### src/rtl/core/fnp_pkg.sv
// ---------------------------------------------------------------------------
// fnp_pkg - shared types and codes of the node pool
// Command and status codes, the node word layout and memory control flags.
// ---------------------------------------------------------------------------
`default_nettype none

package fnp_pkg;

  localparam int unsigned LINK_W = 11;
  localparam int unsigned KEY_W  = 32;
  localparam int unsigned ADDR_W = 10;

  localparam logic [LINK_W-1:0] LINK_NONE = 11'h7FF;
  localparam logic [LINK_W-1:0] CFG_RESET = 11'd1024;

  typedef enum logic [1:0] {
    CMD_CREATE = 2'd0,
    CMD_DELETE = 2'd1,
    CMD_GET    = 2'd2,
    CMD_PUT    = 2'd3
  } cmd_e;

  typedef enum logic [1:0] {
    ST_OK    = 2'd0,
    ST_FULL  = 2'd1,
    ST_RANGE = 2'd2,
    ST_FREE  = 2'd3
  } status_e;

  // One entry of the link memory.
  typedef struct packed {
    logic [LINK_W-1:0] left_lnk;
    logic [LINK_W-1:0] right_lnk;
    logic              in_use;
  } node_t;

  // Write strobes from the command engine to the two memories.
  typedef struct packed {
    logic node_we;
    logic key_we;
  } mem_ctl_t;

endpackage

`default_nettype wire

### src/rtl/core/fnp_if.sv
// ---------------------------------------------------------------------------
// fnp_if - command and response channels of the node pool
// Valid/ready channels; a word moves when valid and ready are both high.
// ---------------------------------------------------------------------------
`default_nettype none

interface fnp_cmd_if;
  logic               valid;
  logic               ready;
  logic [1:0]         command;
  logic [9:0]         node_addr;
  logic signed [31:0] node_key;
  logic signed [10:0] left_link;
  logic signed [10:0] right_link;

  modport source (output valid, command, node_addr, node_key, left_link, right_link,
                  input ready);
  modport sink   (input valid, command, node_addr, node_key, left_link, right_link,
                  output ready);
endinterface

interface fnp_rsp_if;
  logic               valid;
  logic               ready;
  logic signed [10:0] result_addr;
  logic signed [31:0] read_key;
  logic signed [10:0] read_left;
  logic signed [10:0] read_right;
  logic [1:0]         status;

  modport source (output valid, result_addr, read_key, read_left, read_right, status,
                  input ready);
  modport sink   (input valid, result_addr, read_key, read_left, read_right, status,
                  output ready);
endinterface

`default_nettype wire

### src/rtl/core/fnp_engine.sv
// ---------------------------------------------------------------------------
// fnp_engine - command engine of the node pool
// Reads the entry or free head; writes back on create, delete, put; answers.
// ---------------------------------------------------------------------------
`default_nettype none

module fnp_engine
  import fnp_pkg::*;
#(
  parameter int POOL_DEPTH = 1024
) (
  input  wire logic                      clk,
  input  wire logic                      rst,
  input  wire logic                      cfg_we,
  input  wire logic [LINK_W-1:0]         size,
  input  wire logic                      busy,
  fnp_cmd_if.sink                        cmd,
  fnp_rsp_if.source                      rsp,
  output logic                           rd_en,
  output logic [$clog2(POOL_DEPTH)-1:0]  rd_addr,
  output logic [$clog2(POOL_DEPTH)-1:0]  wr_addr,
  output mem_ctl_t                       ctl,
  output node_t                          node_wdata,
  output logic [KEY_W-1:0]               key_wdata,
  input  wire node_t                     node_rdata,
  input  wire logic [KEY_W-1:0]          key_rdata
);

  localparam int AW = $clog2(POOL_DEPTH);

  typedef enum logic {
    S_IDLE,
    S_EXEC
  } state_t;

  state_t              state;
  cmd_e                op;
  logic [ADDR_W-1:0]   addr_q;
  logic [KEY_W-1:0]    key_q;
  logic [LINK_W-1:0]   lft_q;
  logic [LINK_W-1:0]   rgt_q;
  logic [LINK_W-1:0]   free_head;
  logic [LINK_W-1:0]   free_head_next;
  logic [LINK_W-1:0]   used_count;
  logic [LINK_W-1:0]   used_count_next;

  logic                rsp_valid;
  logic [LINK_W-1:0]   rsp_addr;
  logic [KEY_W-1:0]    rsp_key;
  logic [LINK_W-1:0]   rsp_left;
  logic [LINK_W-1:0]   rsp_right;
  status_e             rsp_status;

  logic [LINK_W-1:0]   res_addr;
  logic [KEY_W-1:0]    res_key;
  logic [LINK_W-1:0]   res_left;
  logic [LINK_W-1:0]   res_right;
  status_e             res_status;

  logic                accept;
  logic                complete;
  logic                create_ok;
  logic                range_bad;

  assign accept   = cmd.valid && cmd.ready;
  assign complete = (state == S_EXEC) && (!rsp_valid || rsp.ready);

  assign cmd.ready       = (state == S_IDLE) && !busy;
  assign rsp.valid       = rsp_valid;
  assign rsp.result_addr = rsp_addr;
  assign rsp.read_key    = rsp_key;
  assign rsp.read_left   = rsp_left;
  assign rsp.read_right  = rsp_right;
  assign rsp.status      = rsp_status;

  // Create reads the free head to learn its successor; others read their entry.
  assign rd_en   = accept;
  assign rd_addr = (cmd_e'(cmd.command) == CMD_CREATE) ? AW'(free_head) : AW'(cmd.node_addr);

  assign create_ok = (used_count != size) && !free_head[LINK_W-1] && (free_head < size);
  assign range_bad = ({1'b0, addr_q} >= size);

  always_comb begin
    free_head_next  = free_head;
    used_count_next = used_count;
    ctl             = '0;
    wr_addr         = AW'(addr_q);
    node_wdata      = node_rdata;
    key_wdata       = key_q;
    res_addr        = LINK_NONE;
    res_key         = '0;
    res_left        = LINK_NONE;
    res_right       = LINK_NONE;
    res_status      = ST_OK;

    if (op == CMD_CREATE) begin
      wr_addr = AW'(free_head);
      if (create_ok) begin
        free_head_next       = node_rdata.left_lnk;
        used_count_next      = used_count + LINK_W'(1);
        ctl.node_we          = complete;
        ctl.key_we           = complete;
        node_wdata.left_lnk  = lft_q;
        node_wdata.right_lnk = rgt_q;
        node_wdata.in_use    = 1'b1;
        res_addr             = free_head;
      end else begin
        res_status = ST_FULL;
      end
    end else if (range_bad) begin
      res_status = ST_RANGE;
    end else begin
      case (op)
        CMD_DELETE: begin
          // Push even when already free; the status only warns.
          if (!node_rdata.in_use) begin
            res_status = ST_FREE;
          end
          ctl.node_we          = complete;
          node_wdata.left_lnk  = free_head;
          node_wdata.right_lnk = LINK_NONE;
          node_wdata.in_use    = 1'b0;
          free_head_next       = LINK_W'(addr_q);
          used_count_next      = used_count - LINK_W'(1);
        end
        CMD_GET: begin
          if (node_rdata.in_use) begin
            res_key = key_rdata;
          end else begin
            res_status = ST_FREE;
          end
          res_left  = node_rdata.left_lnk;
          res_right = node_rdata.right_lnk;
        end
        CMD_PUT: begin
          // Overwrite links and key, keep the in-use mark.
          ctl.node_we          = complete;
          ctl.key_we           = complete;
          node_wdata.left_lnk  = lft_q;
          node_wdata.right_lnk = rgt_q;
        end
        default: begin
          res_status = ST_OK;
        end
      endcase
    end
  end

  always_ff @(posedge clk) begin
    if (rst) begin
      state      <= S_IDLE;
      rsp_valid  <= 1'b0;
      free_head  <= '0;
      used_count <= '0;
    end else begin
      if (cfg_we) begin
        free_head  <= '0;
        used_count <= '0;
      end else if (complete) begin
        free_head  <= free_head_next;
        used_count <= used_count_next;
      end

      case (state)
        S_IDLE: begin
          if (accept) begin
            state <= S_EXEC;
          end
        end
        S_EXEC: begin
          if (complete) begin
            state <= S_IDLE;
          end
        end
        default: begin
          state <= S_IDLE;
        end
      endcase

      if (complete) begin
        rsp_valid <= 1'b1;
      end else if (rsp.ready) begin
        rsp_valid <= 1'b0;
      end
    end
  end

  always_ff @(posedge clk) begin
    if (accept) begin
      op     <= cmd_e'(cmd.command);
      addr_q <= cmd.node_addr;
      key_q  <= cmd.node_key;
      lft_q  <= cmd.left_link;
      rgt_q  <= cmd.right_link;
    end
    if (complete) begin
      rsp_addr   <= res_addr;
      rsp_key    <= res_key;
      rsp_left   <= res_left;
      rsp_right  <= res_right;
      rsp_status <= res_status;
    end
  end

  // A successful create hands out the old free head and counts one more node.
  a_create_addr: assert property (@(posedge clk) disable iff (rst)
    (complete && op == CMD_CREATE && create_ok && !cfg_we)
      |=> (rsp_addr == $past(free_head)) && (used_count == $past(used_count) + LINK_W'(1)))
    else $error("create did not pop the free head");

  // A delete in range makes its entry the new free head.
  a_delete_head: assert property (@(posedge clk) disable iff (rst)
    (complete && op == CMD_DELETE && !range_bad && !cfg_we)
      |=> (free_head == LINK_W'($past(addr_q))))
    else $error("delete did not push onto the free list");

  // Memories are only written by the engine while an item is being finished.
  a_write_exec: assert property (@(posedge clk) disable iff (rst)
    (ctl.node_we || ctl.key_we) |-> complete)
    else $error("memory write outside command completion");

  // Nothing is taken in while the free chain is being rebuilt.
  a_no_accept_busy: assert property (@(posedge clk) disable iff (rst)
    busy |-> !accept && (state == S_IDLE || !ctl.node_we))
    else $error("command accepted during rebuild");

endmodule

`default_nettype wire
### src/flat_wrapper.sv
// flat-port wrapper written by rule: the top's interface ports become plain ports
module fnp_engine_flat import fnp_pkg::*;
#(
  parameter int POOL_DEPTH = 1024
)
  (clk, rst, cfg_we, size, busy, rd_en, rd_addr, wr_addr, ctl, node_wdata, key_wdata, node_rdata, key_rdata, cmd_valid, cmd_command, cmd_node_addr, cmd_node_key, cmd_left_link, cmd_right_link, cmd_ready, rsp_valid, rsp_result_addr, rsp_read_key, rsp_read_left, rsp_read_right, rsp_status, rsp_ready);
  fnp_cmd_if cmd_i ();
  fnp_rsp_if rsp_i ();
  input  wire logic clk;
  input  wire logic rst;
  input  wire logic cfg_we;
  input  wire logic [LINK_W-1:0] size;
  input  wire logic busy;
  output logic rd_en;
  output logic [$clog2(POOL_DEPTH)-1:0] rd_addr;
  output logic [$clog2(POOL_DEPTH)-1:0] wr_addr;
  output mem_ctl_t ctl;
  output node_t node_wdata;
  output logic [KEY_W-1:0] key_wdata;
  input  wire node_t node_rdata;
  input  wire logic [KEY_W-1:0] key_rdata;
  input wire logic [$bits(cmd_i.valid)-1:0] cmd_valid;
  input wire logic [$bits(cmd_i.command)-1:0] cmd_command;
  input wire logic [$bits(cmd_i.node_addr)-1:0] cmd_node_addr;
  input wire logic [$bits(cmd_i.node_key)-1:0] cmd_node_key;
  input wire logic [$bits(cmd_i.left_link)-1:0] cmd_left_link;
  input wire logic [$bits(cmd_i.right_link)-1:0] cmd_right_link;
  output wire logic [$bits(cmd_i.ready)-1:0] cmd_ready;
  output wire logic [$bits(rsp_i.valid)-1:0] rsp_valid;
  output wire logic [$bits(rsp_i.result_addr)-1:0] rsp_result_addr;
  output wire logic [$bits(rsp_i.read_key)-1:0] rsp_read_key;
  output wire logic [$bits(rsp_i.read_left)-1:0] rsp_read_left;
  output wire logic [$bits(rsp_i.read_right)-1:0] rsp_read_right;
  output wire logic [$bits(rsp_i.status)-1:0] rsp_status;
  input wire logic [$bits(rsp_i.ready)-1:0] rsp_ready;
  assign cmd_i.valid = cmd_valid;
  assign cmd_i.command = cmd_command;
  assign cmd_i.node_addr = cmd_node_addr;
  assign cmd_i.node_key = cmd_node_key;
  assign cmd_i.left_link = cmd_left_link;
  assign cmd_i.right_link = cmd_right_link;
  assign cmd_ready = cmd_i.ready;
  assign rsp_valid = rsp_i.valid;
  assign rsp_result_addr = rsp_i.result_addr;
  assign rsp_read_key = rsp_i.read_key;
  assign rsp_read_left = rsp_i.read_left;
  assign rsp_read_right = rsp_i.read_right;
  assign rsp_status = rsp_i.status;
  assign rsp_i.ready = rsp_ready;
  fnp_engine #(.POOL_DEPTH(POOL_DEPTH)) u_core (.clk(clk), .rst(rst), .cfg_we(cfg_we), .size(size), .busy(busy), .cmd(cmd_i), .rsp(rsp_i), .rd_en(rd_en), .rd_addr(rd_addr), .wr_addr(wr_addr), .ctl(ctl), .node_wdata(node_wdata), .key_wdata(key_wdata), .node_rdata(node_rdata), .key_rdata(key_rdata));
endmodule
### config.mk
export PLATFORM = sky130hd
export DESIGN_NAME = fnp_engine_flat
export DESIGN_NICKNAME = d
export VERILOG_FILES = /design/src/rtl/core/fnp_pkg.sv /design/src/rtl/core/fnp_if.sv /design/src/rtl/core/fnp_engine.sv /design/src/flat_wrapper.sv
export SDC_FILE = /design/constraint.sdc
export NUM_CORES = 1
export LEC_CHECK = 0
export ABC_AREA = 1
export BUFFER_PORTS_ARGS = -buffer_cell sky130_fd_sc_hd__buf_4
export CAP_MARGIN = 15
export CORE_MARGIN = 2
export CORE_UTILIZATION = 56
export CTS_BUF_LIST = sky130_fd_sc_hd__clkbuf_4 sky130_fd_sc_hd__clkbuf_8
export CTS_CLUSTER_SIZE = 12
export DETAILED_ROUTE_END_ITERATION = 10
export PLACE_DENSITY = 0.95
export SLEW_MARGIN = 30
export SYNTH_ARGS = -nofsm -noshare
export SYNTH_HDL_FRONTEND = slang
export SYNTH_SLANG_ARGS = --single-unit
### constraint.sdc
create_clock -name clk -period 6.7 [get_ports clk]
set_clock_uncertainty 0.05 [all_clocks]
set_input_delay 1.005 -clock clk [delete_from_list [all_inputs] [get_ports clk]]
set_output_delay 1.005 -clock clk [all_outputs]
set_load 0.1 [all_outputs]
==> flow_summary.ini, run 1 <==
[cells_and_area]
antenna-diode-count = 0
multiInputGateArea_um2 = 2955
regArea_um2 = 4474
final_nets = 1350
syn_to_final_growth_pct = 31.68
utilization_pct = 76.25
fillers = 996
drive_above_1_share_pct = 30.06

[routing]
drc = 0
drt_iter0_drc = 669
num_vias = 7224
via_per_inst = 5.269
wirelength_um = 23480
ant_nets = 0
dr.pass1.iters = 6
wire_per_inst_um = 17.12

[floorplan]
die-width_um = 124.3
design.die.area_um2 = 15440
die_h_um = 124.3
core_um2 = 13990
boundaryPins = 285
initial_utilization_pct = 57.91
rows = 43

[pwr]
p_clk_share_pct = 29.4
p_total_mw = 2.399
leakagePower_nw = 5.057
power_density_nw_per_um2 = 224.9
p_comb_share_pct = 24.7
netSwitchingFraction_pct = 35.31
p_int_mw = 1.552
p_switching_mw = 0.8471
p_seq_share_pct = 45.9
ir_drop_uv = 181.1

[run_status]
status = complete, no violations

[yosys]
yosysWarnings = 0
synthCells = 906
syn-num-nets = 1078
ys_seq_area_share_pct = 55.24
async_flop_share_pct = 0
synth.area.top_cells = edfxtp_1 49%, nand2_1 12%, dfxtp_1 5.9%, nand3_1 5.3%, inv_1 5.3%
ys.flop_type = edfxtp_1
ys_seq_elements = 157
yosysMostFrequentCell = nand2_1
yosysTopAreaCellShare_pct = 49.30
synth_area_um2 = 8100
synth_top_area_cell = edfxtp_1
yosys.cell_types.count = 32
avgSynthCellArea_um2 = 8.941
synth_common_cells = 255 x nand2_1, 133 x edfxtp_1, 114 x inv_1, 108 x nor2_1, 86 x nand3_1
synth-edff-count = 133

[clock_tree]
cts_sinks = 157
clkTransAtPathRegs_ns = 0.09
cts_root_buf = clkbuf_8
cts_tree = built
clk_latency_ns = 0.46
ctsHoldBuffers = 0
cts_buffer_depth = 2
h-tree-depth = 4
post_cts_buffers = 0
post_cts_resized = 0
numCtsBuffers = 17

[worst_setup_path]
worstSetupPathType = in -> out
path_max_fanout = 34
critPathSlowestCell = nor2_4
cpMostUsedCell = nor2_1
critPathLaunchType = primary input
cp.required_ns = 5.64
end_kind = output port
crit_arrival_ns = 3.47
r2r_cells = 12
slowest_delay_ns = 0.65
path_cells = buf_4 -> inv_1 -> ha_1 -> a21o_1 -> nor2_1 -> nor2_1 -> nor2_1 -> nand2_2 -> nor2_4 -> inv_1 -> o21ai_1 -> buf_4

[sta]
finalCritPeriodShare_pct = 67.53
slew_headroom_pct = 40.36
setup_viol = 0
hold_viol = 0
rsz0062_at_grt = false
post-route-min-period_ns = 4.525
tightest_slew_ns = 0.8946
fmax_ghz = 0.2210
slew_viol_final = 0
tns_ns = 0
fin_ws_ns = 2.175

[place]
dp_hpwl_um = 17490
place_congestion = 0.9533
dp_slack_ns = 2.228
portBuffers = 284

[global_routing]
grt_use_total_pct = 30.23
grt_pass1_vias = 6856
overflow = 0
antenna_found_initial = 0
grt_start_max_net_pins = 69
grt_pass1_wl_um = 36270

[worst_hold_path]
hold_path.class = reg -> reg
hold_depth = 2

[flow_run]
cap_violations = 0
## power by group through the flow
stage | Combinational (mW) | Clock (mW) | Sequential (mW)
2_1_floorplan | 0.312 | 0 | 1.23
3_3_place_gp | 0.582 | 0 | 1.12
6_report | 0.592 | 0.705 | 1.10
4_1_cts | 0.591 | 0.717 | 1.10
5_1_grt | 0.622 | 0.748 | 1.10
3_5_place_dp | 0.590 | 0 | 1.12
## per-stage QoR
step | std cells | hold slack, ns | area (um2)
after floorplan | 906 | 0.4014 | 8100
after global routing | 1371 | 0.4676 | 10670
after detailed placement | 1339 | 0.4193 | 10280
after CTS | 1371 | 0.4423 | 10670
final | 1371 | 0.4425 | 10670
after global placement | 1339 | 0.4149 | 10280
## metal layers
| metal | vias up | part of all wire (%) | GRT usage (%) |
|---|---|---|---|
| met1 | 3295 | 37 | 36.31 |
| li1 | 3458 | - | - |
| met4 | 0 | 3.7 | 11.90 |
| met2 | 413 | 50 | 52.14 |
| met3 | 58 | 9.0 | 7.775 |
| met5 | - | 0 | 0 |
## logic make-up (layout without fill, tap and decap cells)
group           Yosys count  in the layout  share of synthesized area (%)
simple gates            483            483                          25.32
xor+xnor                 13             13                          1.406
fa+ha+maj                34             34                          5.345
compound gates           64             64                          4.418
flops                   157            157                          55.24
buf+inv                 155            440                          8.279
## worst max-delay path: cells and delay by family
family / cells / cell delay [ns]
AOI/OAI and AO/OA: 2 / 0.38
adders and majority gates: 1 / 0.30
buffers and inverters: 4 / 0.66
and+or+nand+nor: 5 / 1.09
## worst paths after layout
path	start	end	slack [ns]
max	size[2]	ctl[0]	2.18
min	u_core.free_head[0]$_SDFFE_PP0P_	u_core.free_head[0]$_SDFFE_PP0P_	0.44
max reg2reg	u_core.op[1]$_DFFE_PP_	u_core.used_count[6]$_SDFFE_PP0P_	3.66
min reg2reg	u_core.free_head[0]$_SDFFE_PP0P_	u_core.free_head[0]$_SDFFE_PP0P_	0.44
## cell type report
class | count | area share (%)
Timing Repair Buffer | 289 | 20.34
Multi-Input combinational cell | 594 | 27.71
Sequential cell | 157 | 41.95
Tap cell | 180 | 2.111
Inverter | 119 | 4.235
Clock inverter | 14 | 1.396
Clock buffer | 18 | 2.264
## flip-flops by register name (all words and copies together), names as in the netlist
signal,cells
u_core.rsp.status,2
u_core.key_wdata,32
u_core.free_head,11
u_core.lft_q,11
u_core.state,1
u_core.rsp.read_right,11
u_core.rgt_q,11
u_core.rsp.result_addr,11
u_core.rsp.read_key,32
u_core.used_count,11
u_core.rsp.read_left,11
u_core.op,2
u_core.addr_q,10
u_core.rsp.valid,1
## cell usage in the layout, fill, tap and decap left out, drive strengths merged
master,instances
nand2,262
clkbuf,18
a21o,2
nand3,88
nor2,127
buf,289
nand4,3
o211ai,1
o21bai,2
clkinvlp,1
nand3b,2
clkinv,4
bufinv,1
inv,127
dfxtp,24
xor2,4
xnor2,9
fa,1
o21a,10
ha,33
edfxtp,133
or2,1
a21oi,26
o21ai,23
Power figures use the tool's default switching activity.
==> run 2: changes to the inputs <==
--- a/config.mk
+++ b/config.mk
@@ -5,15 +5,15 @@
 export SDC_FILE = /design/constraint.sdc
 export NUM_CORES = 1
 export LEC_CHECK = 0
-export ABC_AREA = 1
+export ABC_AREA = 0
 export BUFFER_PORTS_ARGS = -buffer_cell sky130_fd_sc_hd__buf_4
 export CAP_MARGIN = 15
 export CORE_MARGIN = 2
-export CORE_UTILIZATION = 56
+export CORE_UTILIZATION = 51
 export CTS_BUF_LIST = sky130_fd_sc_hd__clkbuf_4 sky130_fd_sc_hd__clkbuf_8
 export CTS_CLUSTER_SIZE = 12
 export DETAILED_ROUTE_END_ITERATION = 10
-export PLACE_DENSITY = 0.95
+export PLACE_DENSITY = 0.94
 export SLEW_MARGIN = 30
 export SYNTH_ARGS = -nofsm -noshare
 export SYNTH_HDL_FRONTEND = slang
==> constraint.sdc (replaced) <==
create_clock -name clk -period 4.3 [get_ports clk]
set_clock_uncertainty 0.05 [all_clocks]
set_input_delay 0.645 -clock clk [delete_from_list [all_inputs] [get_ports clk]]
set_output_delay 0.645 -clock clk [all_outputs]
set_load 0.1 [all_outputs]
==> run 2 against run 1 <==
Net effect: synthesized cell count down 37%; highest routed layer unchanged; die area about the same; register-to-register slack got worse by 2.6 ns; clock power rose by 79%; worst setup slack worse by 1.8 ns; non-clock buffer count is 3 higher; critical path depth is 3 lower.
==> flow_summary.ini, run 2 <==
[clock_tree]
post_cts_buffers = 0
ctsHoldBuffers = 0
cts_buffer_depth = 2
post_cts_resized = 0
h-tree-depth = 4
clkTransAtPathRegs_ns = 0.09
cts_root_buf = clkbuf_8
cts_sinks = 157
cts_tree = built
clk_latency_ns = 0.45
numCtsBuffers = 17

[routing]
wirelength_um = 20590
drc = 0
dr.pass1.iters = 4
via_per_inst = 5.517
num_vias = 5776
drt_iter0_drc = 386
wire_per_inst_um = 19.67
ant_nets = 0

[sta]
tightest_slew_ns = 0.8927
slew_headroom_pct = 40.49
whs_ns = 0.3100
hold_viol = 0
fmax_ghz = 0.2552
setup_viol = 0
tns_ns = 0
finalCritPeriodShare_pct = 91.11
post-route-min-period_ns = 3.918
slew_viol_final = 0
rsz0062_at_grt = false

[worst_setup_path]
r2r_cells = 11
path_max_fanout = 11
critPathSlowestCell = nor2_2
worstSetupPathType = reg -> out
path_cells = ha_1 -> nand2_1 -> o21ai_0 -> a21oi_1 -> o211ai_1 -> nor2_1 -> nor2_2 -> a221o_1 -> buf_4
end_kind = output port
slowest_delay_ns = 0.58
cp.required_ns = 3.61
crit_arrival_ns = 3.22
critPathLaunchType = flip-flop

[yosys]
synthAdderAreaFrac_pct = 5.874
avgSynthCellArea_um2 = 12.97
synth.area.mux_share_pct = 6.995
async_flop_share_pct = 0
synth_top_area_cell = edfxtp_1
synthCells = 568
synth_common_cells = 133 x edfxtp_1, 50 x nor2_1, 35 x and2_1, 33 x ha_1, 32 x nand2b_1
synth-xor-area-share_pct = 2.496
synth_area_um2 = 7370
yosys.cell_types.count = 44
synth_compound_area_share_pct = 9.898
yosysMostFrequentCell = edfxtp_1
syn-num-nets = 740
ys.flop_type = edfxtp_1
yosysTopAreaCellShare_pct = 54.19
ys_seq_elements = 157
ys_seq_area_share_pct = 60.71
synth_top_family_by_area = simple AND/OR/NAND/NOR gates
synth-edff-count = 133
synth.area.top_cells = edfxtp_1 54%, dfxtp_1 6.5%, ha_1 5.6%, mux2i_1 3.9%, mux2_2 3.1%
yosysWarnings = 0
synth-simple-area-share_pct = 11.12

[place]
dp_hpwl_um = 15610
place_congestion = 0.9894
portBuffers = 284
place_area_um2 = 9693

[floorplan]
rows = 43
initial_utilization_pct = 52.68
die_h_um = 124.2
core_um2 = 13990
design.die.area_um2 = 15430
die-width_um = 124.2
boundaryPins = 285

[cells_and_area]
syn_to_final_growth_pct = 37.84
drive_above_1_share_pct = 42.96
regArea_um2 = 4474
final_cell_area_um2 = 10160
fillers = 971
multiInputGateArea_um2 = 2724
utilization_pct = 72.62
mostFrequentLayoutCells = 292 x buf_4, 133 x edfxtp_1, 48 x nor2_1
final_nets = 1025
layout_commonest_cell = buf_4

[global_routing]
use_met1_pct = 31.35
antenna_found_initial = 1
gr-max-usage-layer = met2
grt_use_total_pct = 26.61
grt_pass1_vias = 5767
overflow = 0
use_met2_pct = 45.81
grt_pass1_wl_um = 31750
grt_start_max_net_pins = 55
met3_usage_pct = 7.616

[pwr]
leakagePower_nw = 4.273
ir_drop_uv = 279.7
power_density_nw_per_um2 = 379.1
p_total_mw = 3.851

[worst_hold_path]
hold_depth = 2
hold_path.class = in -> reg

[flow_run]
cap_violations = 0

[run_status]
status = complete, no violations
-- run 2: cell type report --
type                            instances  area share, %
Clock buffer                           17          2.303
Sequential cell                       157          44.04
Antenna cell                            1        0.02463
Inverter                               22         0.8129
Tap cell                              180          2.217
Clock inverter                         15          2.205
Multi-Input combinational cell        363          26.81
Timing Repair Buffer                  292          21.58
-- run 2: final timing paths --
kind / startpoint / end / slack [ns]
setup / recovery: u_core.addr_q[2]$_DFFE_PP_ / node_wdata[15] / 0.38
hold / removal: rst / u_core.rsp.valid$_SDFFE_PP0P_ / 0.31
setup reg to reg: u_core.op[1]$_DFFE_PP_ / u_core.used_count[10]$_SDFFE_PP0P_ / 1.11
hold reg to reg: u_core.state$_SDFF_PP0_ / u_core.rsp.valid$_SDFFE_PP0P_ / 0.48
-- run 2: routing by layer --
layer	share of wire, %	routed length [um]
met1	37	7710
met2	51	10490
met3	8.9	1829
met4	2.7	561
met5	0	0
-- run 2: cells by family (layout without fill, tap and decap cells) --
| kind of cell | Yosys count | in the layout |
|---|---|---|
| DFF | 157 | 157 |
| adders and majority gates | 34 | 34 |
| other | 0 | 1 |
| xor gates and xnor gates | 21 | 21 |
| buffers and inverters | 48 | 346 |
| AOI/OAI and AO/OA | 100 | 100 |
| muxes | 49 | 49 |
| and+or+nand+nor | 159 | 159 |
-- run 2: metrics by stage --
step	std cells	setup WS (ns)
2_1_floorplan	568	0.02582
3_3_place_gp	1014	0.4045
3_5_place_dp	1014	0.3205
4_1_cts	1046	0.1264
5_1_grt	1047	0.1730
6_report	1047	0.3822
-- run 2: power breakdown --
| group | leakage, nW | total, mW | internal, mW | switching (mW) |
|---|---|---|---|---|
| clock | 0.232 | 1.26 | 0.657 | 0.607 |
| combinational | 2.55 | 0.866 | 0.235 | 0.631 |
| sequential | 1.49 | 1.72 | 1.70 | 0.0229 |
-- run 2: worst max-delay path, delay by kind of cell, from the launching register on --
kind / cells / cell delay [ns]
adders and majority gates: 1 / 0.34
and+or+nand+nor: 3 / 0.73
DFF: 1 / 0.46
buffers and inverters: 1 / 0.29
AOI/OAI and AO/OA: 4 / 0.95
==> run 3: changes to the inputs <==
--- a/config.mk
+++ b/config.mk
@@ -14,6 +14,7 @@
 export CTS_CLUSTER_SIZE = 12
 export DETAILED_ROUTE_END_ITERATION = 10
 export PLACE_DENSITY = 0.94
+export REMOVE_ABC_BUFFERS = 1
 export SLEW_MARGIN = 30
 export SYNTH_ARGS = -nofsm -noshare
 export SYNTH_HDL_FRONTEND = slang
==> run 3 against run 2 <==
Net effect: register-to-register slack got worse by 0.04 ns; die area unchanged; critical endpoint is now node_wdata[7]; first-iteration DRC count increased by 5.7%; utilization decreased by 0.41 points; maximum frequency decreased by 1.8%; highest routed layer unchanged; clock power decreased by 7%; combinational power about the same; critical path depth increased by 1.
==> flow_summary.ini, run 3 (same netlist as run 2, synthesis figures left out) <==
[sta]
finalCritPeriodShare_pct = 92.82
rsz0062_at_grt = false
slew_headroom_pct = 42.36
slew_viol_final = 0
post-route-min-period_ns = 3.991
hold_viol = 0
tightest_slew_ns = 0.8646
tns_ns = 0
fmax_ghz = 0.2506
setup_viol = 0
whs_ns = 0.2985

[pwr]
netSwitchingFraction_pct = 34.02
leakagePower_nw = 4.257
p_comb_share_pct = 23.0
p_seq_share_pct = 45.8
power_density_nw_per_um2 = 372.2
p_clk_share_pct = 31.2
ir_drop_uv = 312.8
p_int_mw = 2.480
p_switching_mw = 1.279

[floorplan]
initial_utilization_pct = 52.68
core_um2 = 13990
die_h_um = 124.2
rows = 43
boundaryPins = 285
die-width_um = 124.2
design.die.area_um2 = 15430

[worst_setup_path]
crit_arrival_ns = 3.30
r2r_start = u_core.op[0]$_DFFE_PP_
cp.required_ns = 3.61
worstSetupPathType = reg -> out
cpMostUsedCell = a21oi_1
slowest_delay_ns = 0.61
path_cells = ha_1 -> a21oi_1 -> o21ai_0 -> a21oi_1 -> o211ai_1 -> buf_4 -> or3b_2 -> o22ai_1 -> a21oi_1 -> buf_4
critPathLaunch = u_core.addr_q[4]$_DFFE_PP_
critPathSlowestCell = or3b_2
path_max_fanout = 13
critPathLaunchType = flip-flop
end_kind = output port

[clock_tree]
post_cts_buffers = 0
h-tree-depth = 4
clkTransAtPathRegs_ns = 0.10
numCtsBuffers = 17
cts_buffer_depth = 2
ctsHoldBuffers = 0
post_cts_resized = 0
cts_sinks = 157
cts_root_buf = clkbuf_8
clk_latency_ns = 0.46
cts_tree = built

[global_routing]
grt_pass1_vias = 5820
overflow = 0
met3_usage_pct = 7.530
use_met2_pct = 46.74
use_met1_pct = 30.38
gr-max-usage-layer = met2
grt_pass1_wl_um = 31600
antenna_found_initial = 0
grt_start_max_net_pins = 68
grt_use_total_pct = 26.72

[place]
dp_hpwl_um = 15300
place_congestion = 0.9485
portBuffers = 284

[cells_and_area]
drive_above_1_share_pct = 41.98
final_nets = 1026
layout_commonest_cell = buf_4
mostFrequentLayoutCells = 293 x buf_4, 133 x edfxtp_1, 48 x nor2_1
fillers = 970
syn_to_final_growth_pct = 37.06
antenna-diode-count = 0
regArea_um2 = 4474
utilization_pct = 72.21
multiInputGateArea_um2 = 2690

[worst_hold_path]
hold_path.class = in -> reg
hp-start = cmd_left_link[1]

[run_status]
status = complete, no violations

[routing]
wirelength_um = 20680
wire_per_inst_um = 19.75
dr.pass1.iters = 4
num_vias = 5753
drt_iter0_drc = 408
ant_nets = 0
drc = 0
via_per_inst = 5.495

[flow_run]
cap_violations = 0
run 3: path summary, 6_finish.rpt:
check | end | slack (ns) | cells after the start
worst max-delay path | node_wdata[7] | 0.31 | 10
worst min-delay path | u_core.lft_q[1]$_DFFE_PP_ | 0.30 | 1
worst max register to register | u_core.used_count[10]$_SDFFE_PP0P_ | 1.07 | 11
worst min register to register | u_core.rsp.valid$_SDFFE_PP0P_ | 0.51 | 2
run 3: worst max-delay path, delay by kind of cell (launching register included):
kind	cells	cell delay, ns
AND/OR/NAND/NOR	1	0.61
flip-flops	1	0.46
AO/OA/AOI/OAI	6	0.92
adder cells (fa/ha/maj)	1	0.32
buffers and inverters	2	0.51
run 3: cell type report:
cell class                      instances  share of cell area, %
Clock buffer                           17                  2.316
Clock inverter                         15                  1.932
Inverter                               22                 0.8175
Multi-Input combinational cell        363                  26.63
Sequential cell                       157                  44.30
Tap cell                              180                  2.230
Timing Repair Buffer                  293                  21.78
run 3: per-layer routing:
layer | share of wire [%] | vias up
li1 | - | 2659
met1 | 37 | 2756
met2 | 52 | 295
met3 | 8.3 | 43
met4 | 3.0 | 0
met5 | 0 | -
run 3: power by group through the flow:
stage	registers (mW)	clock network [mW]	logic, mW
after floorplan	1.94	0	0.417
after global placement	1.75	0	0.852
after detailed placement	1.76	0	0.863
after CTS	1.72	1.19	0.865
after global routing	1.73	1.26	0.899
final	1.72	1.17	0.865
run 3: per-stage QoR:
stage                     power, mW  cell area, um2  std cells  setup slack [ns]
final                         3.759           10100       1047            0.3089
after global routing          3.881           10100       1047            0.1054
after CTS                     3.780           10100       1047            0.2821
after detailed placement      2.618            9669       1015            0.4843
after global placement        2.605            9667       1015            0.4453
after floorplan               2.357            7238        542           -0.7194
